$ cat config.mk
export PLATFORM = sky130hd
export DESIGN_NAME = asch_fifo
export DESIGN_NICKNAME = d
export VERILOG_FILES = /design/src/hw/rtl/asch_pkg.sv /design/src/hw/rtl/asch_fifo.sv
export SDC_FILE = /design/constraint.sdc
export NUM_CORES = 1
export LEC_CHECK = 0
export BUFFER_PORTS_ARGS = -buffer_cell sky130_fd_sc_hd__buf_2
export CORE_ASPECT_RATIO = 0.8
export CORE_UTILIZATION = 52
export CTS_BUF_LIST = sky130_fd_sc_hd__clkbuf_16
export DETAILED_ROUTE_END_ITERATION = 8
export HOLD_SLACK_MARGIN = 0.08
export PLACE_DENSITY = 0.75
export SETUP_SLACK_MARGIN = 0.05
export SYNTH_ARGS = -nofsm -noshare
export SYNTH_HDL_FRONTEND = slang
export SYNTH_SLANG_ARGS = --single-unit
$ cat constraint.sdc
create_clock -name clk_i -period 4 [get_ports clk_i]
set_input_delay 1.2 -clock clk_i [delete_from_list [all_inputs] [get_ports clk_i]]
set_output_delay 1.2 -clock clk_i [all_outputs]
set_load 0.01 [all_outputs]
$ cat src/hw/rtl/asch_pkg.sv
// Shared types and constants for the size-class histogram block.
// Depends on nothing; imported by the interfaces and every module.
package asch_pkg;

  localparam int NUM_BINS   = 151;
  localparam int BIN_W      = 8;
  localparam int SIZE_W     = 32;
  localparam int DATA_W     = 32;
  localparam int TIMES_W    = 64;
  localparam int CMD_W      = 2;
  localparam int FIFO_DEPTH = 2;

  // size-class layout
  localparam int SMALL_MAX         = 4;
  localparam int LOG2_BIN_SHIFT    = 3;
  localparam int LIN_SHIFT         = 2;
  localparam int COMPACT_LIN_MAX   = 512;
  localparam int COMPACT_LIN_BINS  = 128;
  localparam int COMPACT_BIN_SHIFT = 10;

  typedef enum logic [CMD_W-1:0] {
    CMD_ALLOC      = 2'd0,
    CMD_FREE       = 2'd1,
    CMD_READ_BIN   = 2'd2,
    CMD_READ_TOTAL = 2'd3
  } cmd_e;

  typedef struct packed {
    cmd_e              cmd;
    logic [SIZE_W-1:0] size;
    logic [BIN_W-1:0]  bin;
  } item_t;

  typedef struct packed {
    logic [TIMES_W-1:0] times;
    logic [DATA_W-1:0]  live_count;
    logic [DATA_W-1:0]  live_bytes;
    logic [DATA_W-1:0]  peak_count;
    logic [DATA_W-1:0]  peak_bytes;
  } rec_t;

endpackage

$ cat src/hw/rtl/asch_fifo.sv
// Short queue between the classifying front end and the update back end.
// Depends on asch_pkg (item_t, FIFO_DEPTH).
module asch_fifo (
  input  logic            clk_i,
  input  logic            rst_ni,
  input  logic            push_valid_i,
  input  asch_pkg::item_t push_item_i,
  output logic            push_ready_o,
  output logic            pop_valid_o,
  output asch_pkg::item_t pop_item_o,
  input  logic            pop_ready_i
);
  import asch_pkg::*;

  localparam int PTR_W = (FIFO_DEPTH > 1) ? $clog2(FIFO_DEPTH) : 1;
  localparam int LVL_W = $clog2(FIFO_DEPTH + 1);

  item_t            slot_q [FIFO_DEPTH];
  logic [PTR_W-1:0] wr_ptr_q, rd_ptr_q;
  logic [LVL_W-1:0] level_q;
  logic             push, pop;

  function automatic logic [PTR_W-1:0] ptr_inc(input logic [PTR_W-1:0] p);
    if (p == PTR_W'(FIFO_DEPTH - 1)) return '0;
    return p + PTR_W'(1);
  endfunction

  assign push_ready_o = (level_q != LVL_W'(FIFO_DEPTH));
  assign pop_valid_o  = (level_q != '0);
  assign pop_item_o   = slot_q[rd_ptr_q];
  assign push         = push_valid_i && push_ready_o;
  assign pop          = pop_valid_o && pop_ready_i;

  always_ff @(posedge clk_i or negedge rst_ni) begin
    if (!rst_ni) begin
      wr_ptr_q <= '0;
      rd_ptr_q <= '0;
      level_q  <= '0;
    end else begin
      if (push) wr_ptr_q <= ptr_inc(wr_ptr_q);
      if (pop)  rd_ptr_q <= ptr_inc(rd_ptr_q);
      if (push && !pop)      level_q <= level_q + LVL_W'(1);
      else if (pop && !push) level_q <= level_q - LVL_W'(1);
    end
  end

  always_ff @(posedge clk_i) begin
    if (push) slot_q[wr_ptr_q] <= push_item_i;
  end

endmodule

Word level (Yosys, flattened, before mapping):

Memories as Yosys holds them, arrays and structs flattened.
Index checks and enable logic that the tools add are counted.

* bits in registers: 4
* bits in latches: 0
* RAM bits: 84
* memory bits (read-only): 0
* output and inout bits: 44
* memories: 1

* add/sub/neg operators: 4
* $mul: 0
* div/mod/pow operators: 0
* order comparisons: 0
* equality and inequality tests: 1
* shifts and indexed selects: 0
* multiplexer cells: 12
* bitwise logic cells: 0
* reductions and logical operators: 8

Memories
* slot_q: depth 2, bits a word 42, read ports 1, clocked after Yosys merged registers in 0, wr ports 1, RTL line asch_fifo.sv:18 `item_t slot_q [FIFO_DEPTH];`

Operator list (number)
* 1-bit 2-to-1 mux: 10
* 1-bit logical AND: 4
* 2-bit 2-to-1 mux: 2
* 2-bit nonzero test: 2
* 1-bit adder, second input constant: 2
* 2-bit by 1-bit adder with 2-bit output, second input constant: 1
* 1-bit logical NOT: 2
* 2-bit != test, second input constant: 1
* 2-bit by 1-bit subtractor with 2-bit output, second input constant: 1

Logic depth before layout (Yosys ltp):

Gate-level depths: netlist of the first run.

* word-level depth: 6
* mapped depth: 7

Least setup slack after synthesis of the first run:

OpenSTA, ideal clock, no wires.

* path kind: input to register
* start: in push_valid_i
* end: mem slot_q[0][0] in the netlist's numbering (enable)
* library setup time: 441 ps
* data arrival time: 3059 ps
* slack: 500 ps
* stages on the path: 2
* cells stage by stage: nand2_1 > nor2_1

* word-level cells in the longest chain between the ends: 3

Ends and longest elaborated chain
* start: declaration: RTL line asch_fifo.sv:6 `input logic push_valid_i,`
* 1-bit logical AND: RTL line asch_fifo.sv:31 `assign push = push_valid_i && push_ready_o;`
* 1-bit 2-to-1 mux: RTL line asch_fifo.sv:48 `if (push) slot_q[wr_ptr_q] <= push_item_i;`
* 1-bit 2-to-1 mux (not written as such): RTL line asch_fifo.sv:48
* end: declaration: RTL line asch_fifo.sv:18

No other way between the ends.

==> results_dict.tcl, run 1 <==
set metrics [dict create \
    hold_viol_final 0 \
    drtIter0Drc 37 \
    powerDensity_mw_per_mm2 750.6 \
    gp_congestion 0.6430 \
    area_delta_synth_final_pct 23.37 \
    hp-class "flop to flop" \
    grt_use_total 0.1537 \
    synth_seq_cells 88 \
    synth_top_cell_area_share 0.7360 \
    rsz0062_at_grt "no" \
    path_max_fanout 24 \
    p_switching_mw 0.8535 \
    dp_hpwl_um 3374 \
    synthCells 149 \
    yosysTopAreaCell "edfxtp_1" \
    period_share 0.7776 \
    ioPinCount 90 \
    grt-ovfl-total 0 \
    synthMostInstantiatedCell "edfxtp_1" \
    synth-edff-count 84 \
    wl_met3_um 420 \
    route.detailed.drc 0 \
    antennaDiodeCount 0 \
    ys_seq_area_frac 0.7652 \
    grt_first_pass_wirelength_um 7472 \
    p_int_mw 2.320 \
    die_area_mm2 0.006921 \
    period_minus_slack_ns 3.110 \
    root_buffer "clkbuf_16" \
    clk_pin_slew_ns 0.06 \
    seq_power_share 0.436 \
    worst_pin_slew_ns 0.9874 \
    setup_viol 0 \
    max_slew_margin 0.3417 \
    fin_nets 293 \
    fp.dieH_um 74.61 \
    vias 1588 \
    combPwrFrac 0.299 \
    critPathArrivalTime_ns 1.91 \
    grt_pass1_vias 1542 \
    ys_warn_count 0 \
    synth_area_per_cell_um2 23.00 \
    htree_levels 3 \
    synth_common_cells "edfxtp_1, mux2_4, buf_12, dfrtp_1" \
    wl_per_cell_um 15.07 \
    port_buffers 89 \
    fin_worst_skew_ns 0.005684 \
    ir_worst_vdd_mv 0.6145 \
    worst_setup_path_start_kind "flop" \
    synth.distinct_cells 15 \
    cts_tree "yes" \
    fmax_ghz 0.3215 \
    cap_violations 0 \
    grt_max_degree 43 \
    syn_nets 196 \
    wl_met2_um 2431 \
    first_pass_iters 4 \
    tns_ns 0 \
    cts_buffers 9 \
    leakage_nw 1.726 \
    hold_buffers 0 \
    slew_viol_final 0 \
    antenna_found_initial 0 \
    highest_layer "met4" \
    required_ns 2.80 \
    synthFlopType "edfxtp_1" \
    cts-resized-gates 0 \
    insertion_delay_ns 0.33 \
    cts.path.max_buffers 2 \
    start_util 0.5375 \
    outcome "finished clean" \
    ant_nets 0 \
    cts_sinks 88 \
    die_width_um 92.77 \
    switching_share 0.2689 \
    p_clk_frac 0.265 \
    synth_area_leaders "edfxtp_1, mux2_4, dfrtp_1" \
    ys_async_sr_fraction 0.04545 \
    total_power_mw 3.173 \
    rows 26 \
    critical_path_class "flop to primary output" \
    end_kind "primary output" \
    met1_length_um 2109 \
    routed_wirelength_um 5033 \
    synthesis.area_mm2 0.003427 \
    post_cts_buffers 0 \
    drive_above_1_share 0.5920 \
    coreArea_mm2 0.006376 \
    avgViaCountPerCell 4.754 \
]
==> layer usage <==
metal  up-vias  GRT usage
met2        57     0.2418
met4         0    0.06154
met3         9    0.08283
li1        772          -
met1       750     0.1802
met5         -          0
==> worst max-delay path: stages, from the launching register on <==
cell and delay, ns:
dfrtp_2 0.78, buf_12 0.29, mux2_2 0.36, buf_2 0.14
==> worst paths after layout <==
check                           start        endpoint  slack (ns)  cells after the start
setup / recovery             rd_ptr_q  pop_item_o[22]        0.89                      3
hold / removal             level_q[1]      level_q[1]        0.49                      1
setup reg to reg           level_q[0]   slot_q[1][16]        2.17                      2
hold reg to reg            level_q[1]      level_q[1]        0.49                      1
max in group asynchronous      rst_ni        rd_ptr_q        3.21                      1
min in group asynchronous      rst_ni      level_q[0]        0.67                      1
==> through the flow <==
stage	cell area (µm²)	worst slack, ns	std cells	hold WS, ns	utilization
5_1_grt	4228	0.7967	334	0.5063	0.6631
6_report	4228	0.8896	334	0.4858	0.6631
2_1_floorplan	3427	0.4997	149	0.4564	-
4_1_cts	4228	0.8464	334	0.4894	0.6631
3_3_place_gp	3924	1.222	319	0.4727	0.6154
3_5_place_dp	3924	1.199	319	0.4782	0.6154
==> power groups by stage <==
stage / Combinational, mW / Sequential (mW) / Clock (mW)
CTS: 0.972 / 1.39 / 0.855
finish: 0.950 / 1.38 / 0.840
global placement: 0.959 / 1.40 / 0
global route: 1.03 / 1.40 / 0.893
floorplan: 0.795 / 1.34 / 0
detailed placement: 0.971 / 1.41 / 0
==> placed cells by master (no fill, tap or decap), drive strengths merged <==
cell type,n
clkinvlp,1
nand2b,1
and3,1
bufinv,2
nor2,2
xor2,2
dfrtp,4
mux2,42
ha,1
or2,1
buf,91
edfxtp,84
nand2,2
xnor2,3
inv,4
clkbuf,9
==> flip-flops by register name (all words and copies together) (netlist names) <==
signal,cells
rd_ptr_q,1
level_q,2
slot_q,84
wr_ptr_q,1
==> logic make-up (layout without fill, tap and decap cells) <==
family                     after synthesis  count (layout)  synth area share
xor gates and xnor gates                 5               5           0.01278
adders and majority gates                1               1          0.003650
buffers and inverters                    6             107           0.02775
DFF                                     88              88            0.7652
muxes                                   42              42            0.1807
and+or+nand+nor                          7               7          0.009863
==> layout make-up <==
class,count,area [µm²]
multi-input combinational,55,718.2
sequential,88,2624
fill,473,2148
clock buffer,9,225.2
timing repair buffer,91,473.0
clock inverter,6,78.83
inverter,1,3.754
tap,84,105.1
Power figures use the tool's default switching activity.
==> inputs of run 2 (changes only) <==
==> constraint.sdc (replaced) <==
create_clock -name clk_i -period 2.9 [get_ports clk_i]
set_input_delay 0.87 -clock clk_i [delete_from_list [all_inputs] [get_ports clk_i]]
set_output_delay 0.87 -clock clk_i [all_outputs]
set_load 0.01 [all_outputs]
==> results_dict.tcl, run 2 (synthesis results as in run 1) <==
set metrics [dict create \
    final_cell_mix "buf_2, edfxtp_1, mux2_4" \
    regMostFlops "slot_q" \
    required_ns 2.03 \
    dp.cells 321 \
    cts_tree "yes" \
    worst_setup_path_start_kind "flop" \
    die_width_um 92.77 \
    setup_viol 0 \
    cts-resized-gates 0 \
    r2r_cells 3 \
    met1_length_um 2130 \
    hold_buffers 0 \
    fp.dieH_um 74.61 \
    grt-ovfl-total 0 \
    wl_met2_um 2385 \
    largestRegisters "slot_q x84, level_q x2" \
    cap_violations 0 \
    period_minus_slack_ns 2.397 \
    vias 1614 \
    grt_use_total 0.1506 \
    route.detailed.drc 0 \
    dp_hpwl_um 3202 \
    outcome "finished clean" \
    fmax_ghz 0.4171 \
    routed_wirelength_um 4895 \
    first_pass_iters 6 \
    largest_register_ffs 84 \
    hp-class "primary input to asynchronous set/reset pin" \
    cts_buffers 9 \
    coreArea_mm2 0.006376 \
    rows 26 \
    cts.path.max_buffers 2 \
    wl_met3_um 334 \
    fin_worst_skew_ns 0.003415 \
    grt_first_pass_wirelength_um 7369 \
    max_slew_margin 0.7078 \
    dpl_cell_area_mm2 0.003951 \
    area_delta_synth_final_pct 24.42 \
    regToRegStartpoint "level_q[0]" \
    grt_pass1_vias 1493 \
    powerDensity_mw_per_mm2 1036 \
    antenna_found_initial 0 \
    die_area_mm2 0.006921 \
    hold_viol_final 0 \
    rsz0062_at_grt "no" \
    highest_layer "met4" \
    avgViaCountPerCell 4.789 \
    ant_nets 0 \
    clk_pin_slew_ns 0.06 \
    leakage_nw 1.735 \
    tns_ns 0 \
    wl_per_cell_um 14.53 \
    drive_above_1_share 0.6008 \
    slew_viol_final 0 \
    post_cts_buffers 0 \
    worst_pin_slew_ns 0.4383 \
    grt_max_degree 43 \
    antennaDiodeCount 0 \
    htree_levels 3 \
    fin_nets 295 \
    period_share 0.8266 \
    start_util 0.5375 \
    end_kind "primary output" \
    total_power_mw 4.416 \
    drtIter0Drc 43 \
    ioPinCount 90 \
    port_buffers 89 \
    final_cells 337 \
    ir_worst_vdd_mv 0.7236 \
    cts_sinks 88 \
    path_max_fanout 42 \
    final_common_cell "buf_2" \
    insertion_delay_ns 0.32 \
    r2r_slack_ns 1.29 \
    design_area_mm2 0.004264 \
    gp_congestion 0.7523 \
    r2r_end "slot_q[1][10]" \
    critical_path_class "flop to primary output" \
    root_buffer "clkbuf_16" \
    critPathArrivalTime_ns 1.53 \
]
run 2: through the flow:
stage | worst slack [ns] | hold slack, ns | util
floorplan | 0.4255 | 0.4564 | -
global placement | 0.8356 | 0.4718 | 0.6197
detailed placement | 0.8251 | 0.4803 | 0.6197
CTS | 0.4686 | 0.3336 | 0.6688
global route | 0.4334 | 0.3304 | 0.6688
finish | 0.5028 | 0.3418 | 0.6688
run 2: area by class of cell:
cell class / count / area (µm²)
repair buffers: 93 / 500.5
clock inverters: 7 / 87.58
inverters: 1 / 3.754
fillers: 459 / 2112
flip-flops and latches: 88 / 2624
well taps: 84 / 105.1
multi-input cells: 55 / 718.2
clock buffers: 9 / 225.2
run 2: worst max-delay path, cell delays in order (launching register included):
cell and delay [ns]:
dfrtp_2 0.39, buf_12 0.30, mux2_4 0.35, buf_2 0.14
run 2: layer usage:
layer / vias to the layer above / GRT usage
met5: - / 0
met4: 0 / 0.05128
met3: 7 / 0.07374
met2: 59 / 0.2443
met1: 771 / 0.1793
li1: 777 / -
run 2: report_power, final:
group	internal (mW)	switching, mW	leakage, nW
Sequential	1.74	0.0906	0.826
Combinational	0.737	0.677	0.759
Clock	0.745	0.423	0.150
run 2: worst max-delay path by stage:
stage,from,end,cells after the start
3_3_place_gp,rd_ptr_q,pop_item_o[26],3
2_1_floorplan,push_valid_i,slot_q[0][0],2
5_1_grt,rd_ptr_q,pop_item_o[22],3
6_report,rd_ptr_q,pop_item_o[0],3
4_1_cts,rd_ptr_q,pop_item_o[22],3
3_5_place_dp,rd_ptr_q,pop_item_o[22],3
==> inputs of run 3 (changes only) <==
--- a/config.mk
+++ b/config.mk
@@ -7,11 +7,11 @@
 export LEC_CHECK = 0
 export BUFFER_PORTS_ARGS = -buffer_cell sky130_fd_sc_hd__buf_2
 export CORE_ASPECT_RATIO = 0.8
-export CORE_UTILIZATION = 52
+export CORE_UTILIZATION = 47
 export CTS_BUF_LIST = sky130_fd_sc_hd__clkbuf_16
 export DETAILED_ROUTE_END_ITERATION = 8
 export HOLD_SLACK_MARGIN = 0.08
-export PLACE_DENSITY = 0.75
+export PLACE_DENSITY = 0.71
 export SETUP_SLACK_MARGIN = 0.05
 export SYNTH_ARGS = -nofsm -noshare
 export SYNTH_HDL_FRONTEND = slang
==> constraint.sdc (replaced) <==
create_clock -name clk_i -period 1.96 [get_ports clk_i]
set_input_delay 0.588 -clock clk_i [delete_from_list [all_inputs] [get_ports clk_i]]
set_output_delay 0.588 -clock clk_i [all_outputs]
set_load 0.01 [all_outputs]
==> results_dict.tcl, run 3 (synthesis results as in run 1) <==
set metrics [dict create \
    required_ns 1.37 \
    grt_use_total 0.1533 \
    worst_slack_ns -0.07349 \
    fp.dieH_um 78.38 \
    htree_levels 3 \
    crit_chain "buf_12 > mux2_2 > buf_2" \
    p_int_mw 4.759 \
    worst_pin_slew_ns 0.3101 \
    ioPinCount 90 \
    slowest_delay_ns 0.41 \
    leakage_nw 1.772 \
    largest_register_ffs 84 \
    ant_nets 0 \
    final_cells 344 \
    period_share 1.037 \
    routed_wirelength_um 5449 \
    port_buffers 89 \
    start_util 0.4924 \
    coreArea_mm2 0.006959 \
    tns_ns -1.728 \
    cts_buffers 9 \
    antenna_found_initial 0 \
    dp_hpwl_um 3569 \
    hp-class "primary input to flop" \
    cap_violations 0 \
    critPathArrivalTime_ns 1.45 \
    grt_first_pass_wirelength_um 8673 \
    grt_max_degree 23 \
    route.detailed.drc 0 \
    clk_pin_slew_ns 0.06 \
    p_switching_mw 1.881 \
    combPwrFrac 0.359 \
    end_kind "primary output" \
    cts.path.max_buffers 2 \
    hold_viol_final 0 \
    insertion_delay_ns 0.33 \
    fin_nets 299 \
    final_common_cell "edfxtp_1" \
    largestRegisters "slot_q x84, level_q x2" \
    fmax_ghz 0.4918 \
    area_delta_synth_final_pct 27.93 \
    fin_worst_skew_ns 0.006286 \
    rsz0062_at_grt "yes" \
    drtIter0Drc 40 \
    antennaDiodeCount 0 \
    violations "setup timing" \
    avgViaCountPerCell 4.837 \
    first_pass_iters 4 \
    vias 1664 \
    dp.cells 327 \
    slew_viol_final 0 \
    switching_share 0.2833 \
    max_slew_margin 0.7932 \
    total_power_mw 6.639 \
    root_buffer "clkbuf_16" \
    drive_above_1_share 0.6031 \
    outcome "finished with violations" \
    gp_congestion 0.6617 \
    powerDensity_mw_per_mm2 1514 \
    rows 27 \
    wl_per_cell_um 15.84 \
    critical_path_class "flop to primary output" \
    cts_tree "yes" \
    path_max_fanout 22 \
    regMostFlops "slot_q" \
    cpLargestDelayFamily "flip-flops" \
    final_cell_mix "edfxtp_1, buf_2, mux2_4" \
    seq_power_share 0.410 \
    crit_buf_inv 2 \
    grt-ovfl-total 0 \
    ir_worst_vdd_mv 1.165 \
    period_minus_slack_ns 2.033 \
    p_clk_frac 0.231 \
    cpMaxStageDelayCell "dfrtp_2" \
    die_area_mm2 0.007639 \
    setup_viol 42 \
    die_width_um 97.47 \
    holdWs_ns 0.4439 \
    worst_setup_path_start_kind "flop" \
    cts_sinks 88 \
    grt_pass1_vias 1794 \
]
==> run 3: cell count changes in the layout (fill, tap and decap cells not counted), sizes merged <==
cell | before | now
clkinv | 2 | 5
bufinv | 2 | 0
buf | 93 | 96
inv | 2 | 1
dlygate4sd3 | 0 | 1
==> run 3: path summary, 6_finish.rpt <==
check | start | to | slack, ns | cells past startpoint
max reg2reg | level_q[0] | level_q[1] | 0.45 | 7
min | push_item_i[3] | slot_q[1][3] | 0.44 | 1
min in group asynchronous | rst_ni | rd_ptr_q | 0.60 | 2
min reg2reg | level_q[1] | level_q[1] | 0.48 | 1
max in group asynchronous | rst_ni | rd_ptr_q | 1.23 | 2
max | rd_ptr_q | pop_item_o[21] | -0.07 | 3
==> run 3: power by group through the flow <==
| stage | clock network [mW] | registers (mW) | logic [mW] |
|---|---|---|---|
| finish | 1.53 | 2.72 | 2.39 |
| global route | 1.65 | 2.76 | 2.55 |
| CTS | 1.57 | 2.73 | 2.42 |
| detailed placement | 0 | 2.76 | 2.17 |
| global placement | 0 | 2.76 | 2.14 |
| floorplan | 0 | 2.71 | 1.63 |
==> run 3: timing repair <==
| item | 4_1_cts | 5_1_grt |
|---|---|---|
| endpoints found under the hold margin | 4 | 0 |
| pin swaps | 0 | 0 |
| buffers inserted | 0 | 0 |
| hold buffers | 1 | 0 |
| gates resized for setup | 20 | 0 |
| setup endpoints to repair | 42 | 42 |
==> run 3: layout make-up <==
cell class	count	area (µm²)
flip-flops and latches	88	2624
fillers	522	2575
multi-input cells	55	718.2
repair buffers	97	655.6
clock buffers	9	225.2
well taps	87	108.9
clock inverters	7	48.80
inverters	1	3.754
==> run 3: worst reg2reg max path, stage by stage, from the launching register on <==
cell and delay (ns):
dfrtp_1 0.42, nand2b_1 0.18, nand2_1 0.17, inv_1 0.06, ha_1 0.20, xor2_1 0.14
nor2_1 0.11, xor2_1 0.15
==> run 3: metal layers <==
metal / routed length, µm / global-route usage
met1: 2432 / 0.1873
met2: 2593 / 0.2455
met3: 386 / 0.07480
met4: 36 / 0.03971
met5: 0 / 0
==> run 3: per-stage QoR <==
stage | instance area [µm²] | utilization | setup WS, ns
finish | 4384 | 0.6300 | -0.07349
global route | 4384 | 0.6300 | -0.1357
CTS | 4384 | 0.6300 | -0.1027
detailed placement | 3978 | 0.5716 | 0.2334
global placement | 3978 | 0.5716 | 0.2780
floorplan | 3436 | - | 0.1952
