File: src/hw/rtl/asch_pkg.sv
// Shared types and constants for the size-class histogram block.
// Depends on nothing; imported by the interfaces and every module.
package asch_pkg;

  localparam int NUM_BINS   = 151;
  localparam int BIN_W      = 8;
  localparam int SIZE_W     = 32;
  localparam int DATA_W     = 32;
  localparam int TIMES_W    = 64;
  localparam int CMD_W      = 2;
  localparam int FIFO_DEPTH = 2;

  // size-class layout
  localparam int SMALL_MAX         = 4;
  localparam int LOG2_BIN_SHIFT    = 3;
  localparam int LIN_SHIFT         = 2;
  localparam int COMPACT_LIN_MAX   = 512;
  localparam int COMPACT_LIN_BINS  = 128;
  localparam int COMPACT_BIN_SHIFT = 10;

  typedef enum logic [CMD_W-1:0] {
    CMD_ALLOC      = 2'd0,
    CMD_FREE       = 2'd1,
    CMD_READ_BIN   = 2'd2,
    CMD_READ_TOTAL = 2'd3
  } cmd_e;

  typedef struct packed {
    cmd_e              cmd;
    logic [SIZE_W-1:0] size;
    logic [BIN_W-1:0]  bin;
  } item_t;

  typedef struct packed {
    logic [TIMES_W-1:0] times;
    logic [DATA_W-1:0]  live_count;
    logic [DATA_W-1:0]  live_bytes;
    logic [DATA_W-1:0]  peak_count;
    logic [DATA_W-1:0]  peak_bytes;
  } rec_t;

endpackage

File: src/hw/rtl/asch_in_if.sv
// Event channel: valid/ready handshake carrying command, size and bin select.
// Depends on asch_pkg.
interface asch_in_if;
  import asch_pkg::*;

  logic              valid;
  logic              ready;
  logic [CMD_W-1:0]  command;
  logic [SIZE_W-1:0] block_size;
  logic [BIN_W-1:0]  bin_select;

  modport source (output valid, command, block_size, bin_select, input ready);
  modport sink   (input valid, command, block_size, bin_select, output ready);
endinterface

File: src/hw/rtl/asch_front.sv
// Front end: accepts event transactions and maps the block size to a bin.
// Depends on asch_pkg and asch_in_if.
module asch_front (
  input  logic            clk_i,
  input  logic            rst_ni,
  input  logic            compact_mode_i,
  asch_in_if.sink         evt_i,
  output logic            q_valid_o,
  output asch_pkg::item_t q_item_o,
  input  logic            q_ready_i
);
  import asch_pkg::*;

  logic  valid_q;
  item_t item_q, item_d;
  logic  accept;
  cmd_e  cmd;

  // position of the highest set bit, plus one
  function automatic logic [5:0] bit_len(input logic [SIZE_W-1:0] v);
    logic [5:0] len;
    len = '0;
    for (int i = 0; i < SIZE_W; i++) begin
      if (v[i]) len = 6'(i + 1);
    end
    return len;
  endfunction

  function automatic logic [BIN_W-1:0] size_to_bin(input logic [SIZE_W-1:0] size,
                                                   input logic            compact);
    logic [SIZE_W-1:0] v;
    logic [BIN_W:0]    idx;
    v = size - SIZE_W'(1);
    if (size <= SIZE_W'(SMALL_MAX)) begin
      idx = '0;
    end else if (!compact) begin
      idx = (BIN_W+1)'(1) + (BIN_W+1)'(bit_len(v >> LOG2_BIN_SHIFT));
    end else if (size <= SIZE_W'(COMPACT_LIN_MAX)) begin
      idx = (BIN_W+1)'(v >> LIN_SHIFT);
    end else begin
      idx = (BIN_W+1)'(COMPACT_LIN_BINS) + (BIN_W+1)'(bit_len(v >> COMPACT_BIN_SHIFT));
    end
    if (idx > (BIN_W+1)'(NUM_BINS - 1)) idx = (BIN_W+1)'(NUM_BINS - 1);
    return idx[BIN_W-1:0];
  endfunction

  assign cmd         = cmd_e'(evt_i.command);
  assign evt_i.ready = !valid_q || q_ready_i;
  assign accept      = evt_i.valid && evt_i.ready;

  always_comb begin
    item_d.cmd  = cmd;
    item_d.size = evt_i.block_size;
    unique case (cmd)
      CMD_ALLOC, CMD_FREE: item_d.bin = size_to_bin(evt_i.block_size, compact_mode_i);
      CMD_READ_BIN:        item_d.bin = evt_i.bin_select;
      CMD_READ_TOTAL:      item_d.bin = '0;
      default:             item_d.bin = '0;
    endcase
  end

  always_ff @(posedge clk_i or negedge rst_ni) begin
    if (!rst_ni) begin
      valid_q <= 1'b0;
    end else if (evt_i.ready) begin
      valid_q <= evt_i.valid;
    end
  end

  always_ff @(posedge clk_i) begin
    if (accept) item_q <= item_d;
  end

  assign q_valid_o = valid_q;
  assign q_item_o  = item_q;

endmodule

File: src/flat_wrapper.sv
// flat-port wrapper written by rule: the top's interface ports become plain ports
module asch_front_flat import asch_pkg::*;
  (clk_i, rst_ni, compact_mode_i, q_valid_o, q_item_o, q_ready_i, evt_i_valid, evt_i_command, evt_i_block_size, evt_i_bin_select, evt_i_ready);
  asch_in_if evt_i_i ();
  input  logic clk_i;
  input  logic rst_ni;
  input  logic compact_mode_i;
  output logic q_valid_o;
  output asch_pkg::item_t q_item_o;
  input  logic q_ready_i;
  input wire logic [$bits(evt_i_i.valid)-1:0] evt_i_valid;
  input wire logic [$bits(evt_i_i.command)-1:0] evt_i_command;
  input wire logic [$bits(evt_i_i.block_size)-1:0] evt_i_block_size;
  input wire logic [$bits(evt_i_i.bin_select)-1:0] evt_i_bin_select;
  output wire logic [$bits(evt_i_i.ready)-1:0] evt_i_ready;
  assign evt_i_i.valid = evt_i_valid;
  assign evt_i_i.command = evt_i_command;
  assign evt_i_i.block_size = evt_i_block_size;
  assign evt_i_i.bin_select = evt_i_bin_select;
  assign evt_i_ready = evt_i_i.ready;
  asch_front u_core (.clk_i(clk_i), .rst_ni(rst_ni), .compact_mode_i(compact_mode_i), .evt_i(evt_i_i), .q_valid_o(q_valid_o), .q_item_o(q_item_o), .q_ready_i(q_ready_i));
endmodule
File: config.mk
export PLATFORM = sky130hd
export DESIGN_NAME = asch_front_flat
export DESIGN_NICKNAME = d
export VERILOG_FILES = /design/src/hw/rtl/asch_pkg.sv /design/src/hw/rtl/asch_in_if.sv /design/src/hw/rtl/asch_front.sv /design/src/flat_wrapper.sv
export SDC_FILE = /design/constraint.sdc
export NUM_CORES = 1
export LEC_CHECK = 0
export ABC_CLOCK_PERIOD_IN_PS = 4100
export BUFFER_PORTS_ARGS = -buffer_cell sky130_fd_sc_hd__buf_2
export CAP_MARGIN = 25
export CORE_MARGIN = 2
export CORE_UTILIZATION = 55
export DETAILED_ROUTE_END_ITERATION = 10
export HOLD_SLACK_MARGIN = 0.05
export PLACE_DENSITY = 0.87
export SETUP_SLACK_MARGIN = 0.4
export SLEW_MARGIN = 20
export SYNTH_ARGS = -nofsm -noshare
export SYNTH_HDL_FRONTEND = slang
export SYNTH_SLANG_ARGS = --single-unit
File: constraint.sdc
create_clock -name clk_i -period 4.1 [get_ports clk_i]
set_clock_uncertainty 0.1 [all_clocks]
set_input_delay 0 -clock clk_i [delete_from_list [all_inputs] [get_ports clk_i]]
set_output_delay 0 -clock clk_i [all_outputs]
set_load 0.05 [all_outputs]
Word-level counts from Yosys, hierarchy flattened. Cells that the tools add are included.

Add/sub/neg operators: 3. Order comparisons: 3. Equality and inequality tests: 3. Muxes and demuxes: 64. Reductions and logical operators: 5.

Operators with widths (count): $mux 6 (35); $mux 9 (4); $mux 5 (7); $le 32x10->1 const B (1); $le 32x3->1 const B (1); $mux 4 (8); $sub 32x1->32 const B (1); $pmux 8 s3 (1); $mux 3 (4); $add 8x6->9 const A (1); $gt 9x8->1 const B (1); $mux 8 (1); $add 1x6->7 const A (1); $eq 2x2->1 const B (2); $mux 2 (2); $eq 2x1->1 const B (1); $logic_not 2->1 (1); $mux 1 (2); $reduce_or 2->1 (1); $logic_and 1x1->1 (1); $logic_not 1->1 (1); $logic_or 1x1->1 (1).

Register bits after elaboration: 43. Input bits: 47. Output and inout bits: 44. Word-level logic and storage cells: 82.

Depth between registers and ports, before layout. Gate-level depths: netlist (run 1).

Depth in word-level cells: 40. Gate-level depth with buffers: 14. Gate-level depth less buffers: 12.

Least setup slack after synthesis (run 1). No wires, ideal clock.

Kind: input-to-reg. Start: input port evt_i_block_size[23]. End: register u_core.item_q (netlist bit u_core.q_item_o[4]) (data pin). Setup time: 0.261 ns. Arrival time: 3.197 ns. Required time: 3.739 ns. Slack: 0.542 ns. Stages on the path: 14. Path buffers: 2. Cell sequence: clkbuf_1 or4_1 or4b_1 or3_1 buf_2 o21a_1 nor4_1 and4_1 o21ai_1 a21o_1 ha_1 nand3b_1 xor2_1 a221o_1.

RTL lines: start: declaration (line flat_wrapper.sv:13) `input wire logic [$bits(evt_i_i.block_size)-1:0] evt_i_block_size;`; end signal: assignment (line asch_front.sv:71) `if (accept) item_q <= item_d;`; end: declaration (line asch_front.sv:15) `item_t item_q, item_d;`.

==> run_results.csv, run 1 <==
group,metric,value,unit
run_status,status,"finished, final reports clean",
timing,max_clock_freq,274,MHz
placement,place.port_buffers,90,
timing,rsz0062_at_grt,"no",
power_and_ir_drop,max-vdd-ir-drop,0.148,mV
setup_path,crit_path_max_fanout,11,
setup_path,crit_arrival,3.59,ns
synthesis,number_of_distinct_library_cells_after_synthesis,71,
placement,place_inst,450,
clocking,clock-sinks,43,
placement,placement.cell_area,3400,um^2
power_and_ir_drop,powerDensity,269,nW/um^2
setup_path,ff2ff_setup_slack,2.31,ns
global_routing,globalRoute.totalOverflow,0,
timing,relSlewSlack,35.7,%
routing,detailed_route_wire_length_per_cell,17.6,um
routing,drt-vias-per-instance,6.18,
setup_path,setup.worst_path.end_class,"flop",
synthesis,yosys.cell_count.top_type,"edfxtp_1",
routing,route.final.wire_length,8.94,mm
synthesis,synth_top_area_share,43.8,%
clocking,cts_buffer_count,5,
setup_path,critical_path_class,"primary input to flop",
synthesis,synth.net_count,350,
floorplan,dieWidth,76.3,um
synthesis,synth_seq_cells,43,
setup_path,worst_setup_path_start_kind,"primary input",
synthesis,netlist_top_cells_count,"edfxtp_1, nand2_1, nor2_1, a21oi_1, clkbuf_1",
global_routing,first_pass_grt_wire_length,14.2,mm
placement,place.gp.congestion,0.917,
global_routing,grt_max_degree,43,
floorplan,placeable_core_region,5070,um^2
global_routing,antenna_violations_before_repair,0,
layout,finalNetCount,484,
placement,place_hpwl,5.58,mm
clocking,cts_max_path_buffers,2,
worst_hold_path,worstHoldPathType,"primary input to flop",
synthesis,avgSynthCellArea,9.53,um^2
run,maxCapViolations,0,
synthesis,synthesis.yosys.warnings,0,
routing,firstDrtPassIters,5,
global_routing,number_of_global_route_vias_before_repair,2875,
clocking,clk-insertion-delay-late,0.29,ns
layout,fin_util,80.0,%
floorplan,die-height,76.3,um
synthesis,synthesis.instances,302,
layout,final_layout_size_suffix_gt1_share,31.1,%
layout,final_cell_area_excluding_filler_cells,4060,um^2
clocking,cts-htree-levels,2,
timing,finalMaxSlewViolations,0,
timing,tightest_slew,0.964,ns
synthesis,synth_enable_flop_cells,42,
layout,number_of_cells_in_the_finished_layout_apart_from_fillers,507,
layout,n_antenna_cell,0,
layout,area.growth.synth_to_final,41.0,%
synthesis,ys_top_cells_by_area,"edfxtp_1, nand2_1, a21oi_1",
floorplan,ioPinCount,91,
timing,period_minus_slack,3.64,ns
synthesis,synth_ff_type,"edfxtp_1",
layout,fill_cells,316,
global_routing,overall_track_demand_over_capacity_in_global_routing,30.3,%
routing,detailroute.via_count,3134,
routing,first_iter_violations,440,
floorplan,dieArea,5830,um^2
clocking,cts_tree,"done",
synthesis,yosysTopAreaCell,"edfxtp_1",
setup_path,timing.critical_path.required,4.04,ns
synthesis,synth-async-reset-ratio,2.33,%
power_and_ir_drop,p_leak,1.52,nW
timing,timing_hold_violations_final,0,
timing,min_period_over_period,88.9,%
clocking,clk_transition_reported_paths,0.08,ns
floorplan,initial_utilization,56.7,%
clocking,clock_tree.root_cell,"clkbuf_8",
synthesis,synth.yosys.seq_area_share,44.7,%
synthesis,syn-cell-area,2880,um^2
floorplan,num_rows,26,
timing,finalSetupTns,0,ns
routing,drt.antenna.violating_nets,0,
timing,setup_viol,0,
routing,detail_route.drc_violations,0,
final cells by class:
cell class	instances	area, um^2	share of cell area [%]
tap	70	87.6	2.16
clock buffer	6	72.6	1.79
multi-input combinational	230	1560	38.3
sequential	43	1290	31.7
timing repair buffer	147	1010	24.9
clock inverter	2	12.5	0.308
inverter	9	33.8	0.832
repair_timing:
action,4_1_cts,5_1_grt
hold buffers,46,0
setup endpoints to repair,0,2
setup buffers,0,3
resized for setup,0,20
hold endpoints to repair,44,0
kinds of logic (layout without fill, tap and decap cells):
kind of cell,after synthesis,after routing,share of synthesized area [%]
xor gates and xnor gates,10,10,3.04
muxes,2,2,0.739
and+or+nand+nor,127,127,24.8
buffers and inverters,29,164,4.13
AOI/OAI and AO/OA,90,90,22.1
DFF,43,43,44.7
adders and majority gates,1,1,0.435
worst max-delay path: stages:
cell	delay, ns
dlygate4sd3_1	0.53
buf_2	0.17
or4_4	0.64
or3_4	0.47
nor3_1	0.33
nor4_2	0.11
a32oi_1	0.32
a21o_1	0.19
ha_1	0.18
nand3b_1	0.10
xor2_1	0.19
a221o_1	0.34
routing by layer:
| layer | global-route usage (%) | vias up | wire [um] |
|---|---|---|---|
| li1 | - | 1453 | - |
| met1 | 38.2 | 1435 | 3490 |
| met2 | 54.1 | 213 | 4460 |
| met3 | 4.98 | 33 | 714 |
| met4 | 8.18 | 0 | 288 |
| met5 | 0 | - | 0 |
stage by stage:
step / hold WS [ns] / setup slack, ns / total power [mW]
final: 0.0822 / 0.455 / 1.09
after global routing: 0.109 / 0.308 / 1.13
after CTS: 0.0812 / 0.434 / 1.08
after detailed placement: -0.321 / 0.147 / 0.789
after global placement: -0.326 / 0.242 / 0.786
after floorplan: -0.396 / 0.542 / 0.707
final timing paths:
| path | from | endpoint | depth (start not counted) |
|---|---|---|---|
| min | evt_i_block_size[7] | u_core.q_item_o[5]$_DFFE_PP_ | 3 |
| max reg2reg | u_core.q_valid_o$_DFFE_PN0N_ | u_core.q_item_o[33]$_DFFE_PP_ | 2 |
| max in group asynchronous | rst_ni | u_core.q_valid_o$_DFFE_PN0N_ | 3 |
| min in group asynchronous | rst_ni | u_core.q_valid_o$_DFFE_PN0N_ | 3 |
| min reg2reg | u_core.q_valid_o$_DFFE_PN0N_ | u_core.q_valid_o$_DFFE_PN0N_ | 3 |
| max | evt_i_block_size[10] | u_core.q_item_o[4]$_DFFE_PP_ | 12 |
layout by cell type (no fill, tap or decap), drive strengths merged, types with 7 or more instances in the layout:
master,netlist,final
buf,4,101
or4,10,10
nand2b,8,8
nor2,20,20
nor2b,8,8
nor4,8,8
a31oi,7,7
inv,9,9
nor3,12,12
a21oi,16,16
dlygate4sd3,0,46
or3,7,7
nand2,22,22
o21ai,20,20
edfxtp,42,42
nand3,11,11
state kept, by name, summed over array words and instances, names as in the netlist:
register / flops
u_core.q_valid_o: 1
u_core.q_item_o: 42
power breakdown:
group / switching (mW) / internal [mW] / leakage [nW]
Clock: 0.144 / 0.119 / 0.0412
Sequential: 0.00616 / 0.513 / 0.413
Combinational: 0.205 / 0.104 / 1.07
Total: 0.356 / 0.736 / 1.52
Power figures use the tool's default switching activity.
==> run 2: changes to the inputs <==
Settings changed: CORE_UTILIZATION 55 to 45, PLACE_DENSITY 0.87 to 0.74, SLEW_MARGIN 20 to not set.
==> run_results.csv, run 2 (synthesis gave the netlist of run 1 again) <==
group,metric,value,unit
layout,final_cell_area_excluding_filler_cells,4030,um^2
setup_path,worst_setup_path_start_kind,"primary input",
clocking,cts_tree,"done",
routing,firstDrtPassIters,5,
floorplan,die-height,84.0,um
power_and_ir_drop,p_leak,1.52,nW
power_and_ir_drop,max-vdd-ir-drop,0.242,mV
setup_path,critical_path_class,"primary input to flop",
global_routing,first_pass_grt_wire_length,13.7,mm
floorplan,dieWidth,84.0,um
placement,placement.cell_area,3420,um^2
setup_path,crit_path_max_fanout,8,
routing,route.final.wire_length,8.53,mm
timing,relSlewSlack,31.7,%
placement,place.gp.congestion,0.971,
timing,hold-worst-slack,0.0757,ns
global_routing,globalRoute.totalOverflow,0,
run,maxCapViolations,0,
layout,largest_register_ffs,42,
timing,finalSetupTns,0,ns
routing,detailroute.via_count,3039,
setup_path,setup.worst_path.end_class,"flop",
timing,rsz0062_at_grt,"no",
floorplan,ioPinCount,91,
setup_path,timing.critical_path.required,4.05,ns
worst_hold_path,whs_path_depth,3,
power_and_ir_drop,powerDensity,289,nW/um^2
layout,area.growth.synth_to_final,40.1,%
floorplan,placeable_core_region,6280,um^2
power_and_ir_drop,p_total,1.17,mW
routing,drt-vias-per-instance,5.90,
global_routing,grt_max_degree,43,
setup_path,crit_arrival,3.54,ns
clocking,cts_max_path_buffers,2,
clocking,clock-sinks,43,
timing,tightest_slew,1.02,ns
routing,drt.antenna.violating_nets,0,
timing,finalMaxSlewViolations,0,
routing,detailed_route_wire_length_per_cell,16.6,um
layout,finalNetCount,485,
setup_path,timing.critical_path.mode_cell,"buf_4",
clocking,cts_buffer_count,5,
routing,detail_route.drc_violations,0,
run_status,status,"finished, final reports clean",
layout,n_antenna_cell,0,
clocking,cts-htree-levels,2,
routing,first_iter_violations,243,
setup_path,crit_chain,"buf_2 > dlygate4sd3_1 > buf_4 > or4_1 > nor4_2 > nand4_1 > buf_4 > nand2_1 > nor3b_1 > o31a_1 > a31oi_2 > nor2b_1 > ha_1 > nand3b_1 > xor2_1 > a221o_1",
clocking,clock_tree.root_cell,"clkbuf_8",
floorplan,initial_utilization,45.8,%
timing,min_period_over_period,87.4,%
worst_hold_path,worstHoldPathType,"primary input to flop",
global_routing,antenna_violations_before_repair,0,
timing,setup_viol,0,
setup_path,rr_worst_depth,2,
floorplan,dieArea,7050,um^2
setup_path,critical-path-slowest-cell,"dlygate4sd3_1",
global_routing,overall_track_demand_over_capacity_in_global_routing,24.0,%
timing,timing_hold_violations_final,0,
placement,place.port_buffers,90,
layout,final_cell_mix,"buf_2, dlygate4sd3_1, edfxtp_1, nand2_1, nor2_1",
layout,fin_util,64.2,%
clocking,clk_transition_reported_paths,0.08,ns
timing,max_clock_freq,279,MHz
layout,final_layout_size_suffix_gt1_share,28.8,%
global_routing,number_of_global_route_vias_before_repair,2837,
timing,period_minus_slack,3.58,ns
layout,leading_cell_type_in_the_layout_fill_and_taps_excluded,"buf_2",
clocking,clk-insertion-delay-late,0.30,ns
placement,place_hpwl,5.97,mm
floorplan,num_rows,29,
setup_path,slowest_delay,0.55,ns
[run 2: changes by cell type in the layout (fill, tap and decap cells not counted), moves of 2 or more]
cell / before / now
buf_4: 9 / 12
nor2_1: 18 / 20
nor2_2: 2 / 0
or4_1: 7 / 9
or4_4: 3 / 1
[run 2: routing by layer]
metal	track usage [%]	share of wire (%)
met5	0	0
met4	8.36	2.1
met2	40.8	49
met3	3.26	6.6
met1	31.5	42
[run 2: worst paths after layout]
kind	from	end	slack, ns
setup reg to reg	u_core.q_valid_o$_DFFE_PN0N_	u_core.q_item_o[1]$_DFFE_PP_	2.28
setup / recovery	evt_i_block_size[24]	u_core.q_item_o[4]$_DFFE_PP_	0.52
min in group asynchronous	rst_ni	u_core.q_valid_o$_DFFE_PN0N_	0.44
hold / removal	evt_i_block_size[7]	u_core.q_item_o[5]$_DFFE_PP_	0.08
max in group asynchronous	rst_ni	u_core.q_valid_o$_DFFE_PN0N_	3.35
hold reg to reg	u_core.q_valid_o$_DFFE_PN0N_	u_core.q_valid_o$_DFFE_PN0N_	0.99
[run 2: where the power goes]
| group | internal, mW | switching, mW | leakage (nW) | total, mW |
|---|---|---|---|---|
| clock network | 0.197 | 0.146 | 0.0612 | 0.343 |
| logic | 0.103 | 0.201 | 1.05 | 0.303 |
| registers | 0.513 | 0.00564 | 0.413 | 0.519 |
[run 2: what timing repair did]
| item | in CTS | in global routing |
|---|---|---|
| setup buffers | 0 | 1 |
| hold buffers | 46 | 0 |
| endpoints found under the hold margin | 44 | 0 |
| endpoints found under the setup margin | 0 | 2 |
| gates resized for setup | 0 | 4 |
[run 2: layout make-up]
class                      instances  area (um^2)
fill                             533         2240
multi-input combinational        230         1500
sequential                        43         1290
timing repair buffer             148         1000
tap                               77         96.3
clock buffer                       6         82.6
clock inverter                     2         35.0
inverter                           9         33.8
[run 2: stage by stage]
| stage | setup slack, ns | instances |
|---|---|---|
| after floorplan | 0.542 | 302 |
| after global placement | 0.237 | 460 |
| after detailed placement | 0.173 | 460 |
| after CTS | 0.437 | 514 |
| after global routing | 0.347 | 515 |
| final | 0.518 | 515 |
[run 2: worst max-delay path, delay by kind of cell]
kind	cells	cell delay [ns]
AOI/OAI and AO/OA	3	0.65
adders and majority gates	1	0.21
xor gates and xnor gates	1	0.07
and+or+nand+nor	7	1.59
buffers and inverters	4	1.01
==> run 3: changes to the inputs <==
Settings changed: HOLD_SLACK_MARGIN 0.05 to 0.1.
==> run_results.csv, run 3 (synthesis gave the netlist of run 1 again) <==
group,metric,value,unit
run_status,status,"finished, final reports clean",
layout,n_antenna_cell,0,
floorplan,num_rows,29,
setup_path,slowest_delay,0.53,ns
setup_path,crit_arrival,3.66,ns
floorplan,die-height,84.0,um
global_routing,grt_max_degree,43,
routing,drt-vias-per-instance,5.87,
placement,place_hpwl,5.97,mm
clocking,clk_transition_reported_paths,0.08,ns
setup_path,critical_path_class,"primary input to flop",
worst_hold_path,hold_path_startpoint,"evt_i_block_size[8]",
power_and_ir_drop,powerDensity,287,nW/um^2
routing,detail_route.drc_violations,0,
clocking,cts-htree-levels,2,
setup_path,critical-path-slowest-cell,"dlygate4sd3_1",
routing,detailed_route_wire_length_per_cell,16.5,um
setup_path,worstReg2RegEnd,"u_core.q_item_o[31]$_DFFE_PP_",
timing,rsz0062_at_grt,"no",
layout,final_layout_size_suffix_gt1_share,28.8,%
power_and_ir_drop,p_leak,1.55,nW
setup_path,ff2ff_setup_slack,2.29,ns
clocking,clk-insertion-delay-late,0.30,ns
global_routing,overall_track_demand_over_capacity_in_global_routing,24.2,%
worst_hold_path,worstHoldPathType,"primary input to flop",
floorplan,dieWidth,84.0,um
routing,route.final.wire_length,8.54,mm
timing,min_period_over_period,90.4,%
layout,largest_register_ffs,42,
layout,sequential_cell_area,1290,um^2
floorplan,ioPinCount,91,
worst_hold_path,whs_path_depth,3,
layout,leading_cell_type_in_the_layout_fill_and_taps_excluded,"buf_2",
timing,max_clock_freq,270,MHz
clocking,cts_max_path_buffers,2,
run,maxCapViolations,0,
setup_path,crit_path_max_fanout,10,
layout,fill_cells,530,
layout,finalNetCount,488,
setup_path,timing.critical_path.required,4.05,ns
placement,place_worst_setup_slack,0.173,ns
clocking,cts_tree,"done",
floorplan,initial_utilization,45.8,%
routing,detailroute.via_count,3040,
timing,timing_hold_violations_final,0,
clocking,clock-sinks,43,
layout,number_of_cells_in_the_finished_layout_apart_from_fillers,518,
clocking,clock_tree.root_cell,"clkbuf_8",
timing,hold-worst-slack,0.122,ns
timing,setup_slack,0.392,ns
placement,place.gp.congestion,0.971,
timing,tightest_slew,1.01,ns
setup_path,setup.worst_path.end_class,"flop",
timing,finalMaxSlewViolations,0,
placement,place_inst,460,
layout,area.growth.synth_to_final,41.5,%
worst_hold_path,worstHoldEndpoint,"u_core.q_item_o[6]$_DFFE_PP_",
floorplan,placeable_core_region,6280,um^2
timing,setup_viol,0,
routing,firstDrtPassIters,5,
placement,place.port_buffers,90,
timing,finalSetupTns,0,ns
floorplan,dieArea,7050,um^2
setup_path,worst_setup_path_start_kind,"primary input",
timing,period_minus_slack,3.71,ns
routing,drt.antenna.violating_nets,0,
global_routing,antenna_violations_before_repair,0,
routing,first_iter_violations,235,
setup_path,crit_chain,"dlygate4sd3_1 > buf_2 > or4_1 > nor4_1 > nand4_1 > buf_4 > nand2_1 > nor3b_1 > o31a_1 > a31oi_2 > nor2b_1 > ha_1 > nand3b_1 > xor2_1 > a221o_1",
layout,final_cell_mix,"buf_2, dlygate4sd3_1, edfxtp_1, nand2_1, nor2_1",
global_routing,globalRoute.totalOverflow,0,
setup_path,rr_worst_depth,2,
global_routing,number_of_global_route_vias_before_repair,2863,
setup_path,rr_startpoint,"u_core.q_valid_o$_DFFE_PN0N_",
layout,multi_input_area,1510,um^2
timing,relSlewSlack,32.3,%
global_routing,first_pass_grt_wire_length,13.8,mm
power_and_ir_drop,max-vdd-ir-drop,0.244,mV
clocking,cts_buffer_count,5,
[run 3: how the worst max path moves through the flow]
stage                                         to  slack, ns  depth (start not counted)                  from
global placement    u_core.q_item_o[1]$_DFFE_PP_       0.24                         12  evt_i_block_size[25]
CTS                 u_core.q_item_o[4]$_DFFE_PP_       0.49                         13  evt_i_block_size[25]
finish              u_core.q_item_o[4]$_DFFE_PP_       0.39                         15  evt_i_block_size[21]
global route        u_core.q_item_o[4]$_DFFE_PP_       0.34                         15  evt_i_block_size[21]
floorplan           u_core.q_item_o[4]$_DFFE_PP_       0.54                         14  evt_i_block_size[23]
detailed placement  u_core.q_item_o[4]$_DFFE_PP_       0.17                         13  evt_i_block_size[25]
[run 3: stage by stage]
stage / util [%] / instance area, um^2 / power (mW)
5_1_grt: 64.9 / 4070 / 1.22
4_1_cts: 64.2 / 4030 / 1.17
2_1_floorplan: - / 2880 / 0.707
6_report: 64.9 / 4070 / 1.17
3_3_place_gp: 54.5 / 3420 / 0.789
3_5_place_dp: 54.5 / 3420 / 0.793
[run 3: critical path, delay by kind of cell]
kind | cells | cell delay [ns]
xor+xnor | 1 | 0.07
buf+inv | 3 | 0.92
simple gates | 7 | 1.80
fa+ha+maj | 1 | 0.21
compound gates | 3 | 0.65
[run 3: per-layer routing]
| metal | vias up | part of all wire (%) | global-route usage (%) |
|---|---|---|---|
| met4 | 0 | 2.5 | 8.36 |
| met2 | 134 | 49 | 41.2 |
| met1 | 1422 | 43 | 31.7 |
| met5 | - | 0 | 0 |
| li1 | 1459 | - | - |
| met3 | 25 | 5.5 | 3.26 |
[run 3: power by group]
| group | switching, mW | total (mW) | leakage, nW | internal [mW] |
|---|---|---|---|---|
| sequential | 0.00557 | 0.519 | 0.413 | 0.513 |
| combinational | 0.201 | 0.306 | 1.07 | 0.106 |
| clock | 0.147 | 0.344 | 0.0612 | 0.197 |
[run 3: final cells by class]
type,count,area share (%)
clock buffer,6,2.03
clock inverter,2,0.860
timing repair buffer,151,25.3
sequential,43,31.6
multi-input combinational,230,37.0
inverter,9,0.830
tap,77,2.37
[run 3: what timing repair did]
| item | 4_1_cts | 5_1_grt |
|---|---|---|
| buffers inserted | 0 | 1 |
| gates resized for setup | 0 | 6 |
| hold buffers | 49 | 0 |
| hold endpoints to repair | 44 | 0 |
| setup endpoints to repair | 0 | 3 |
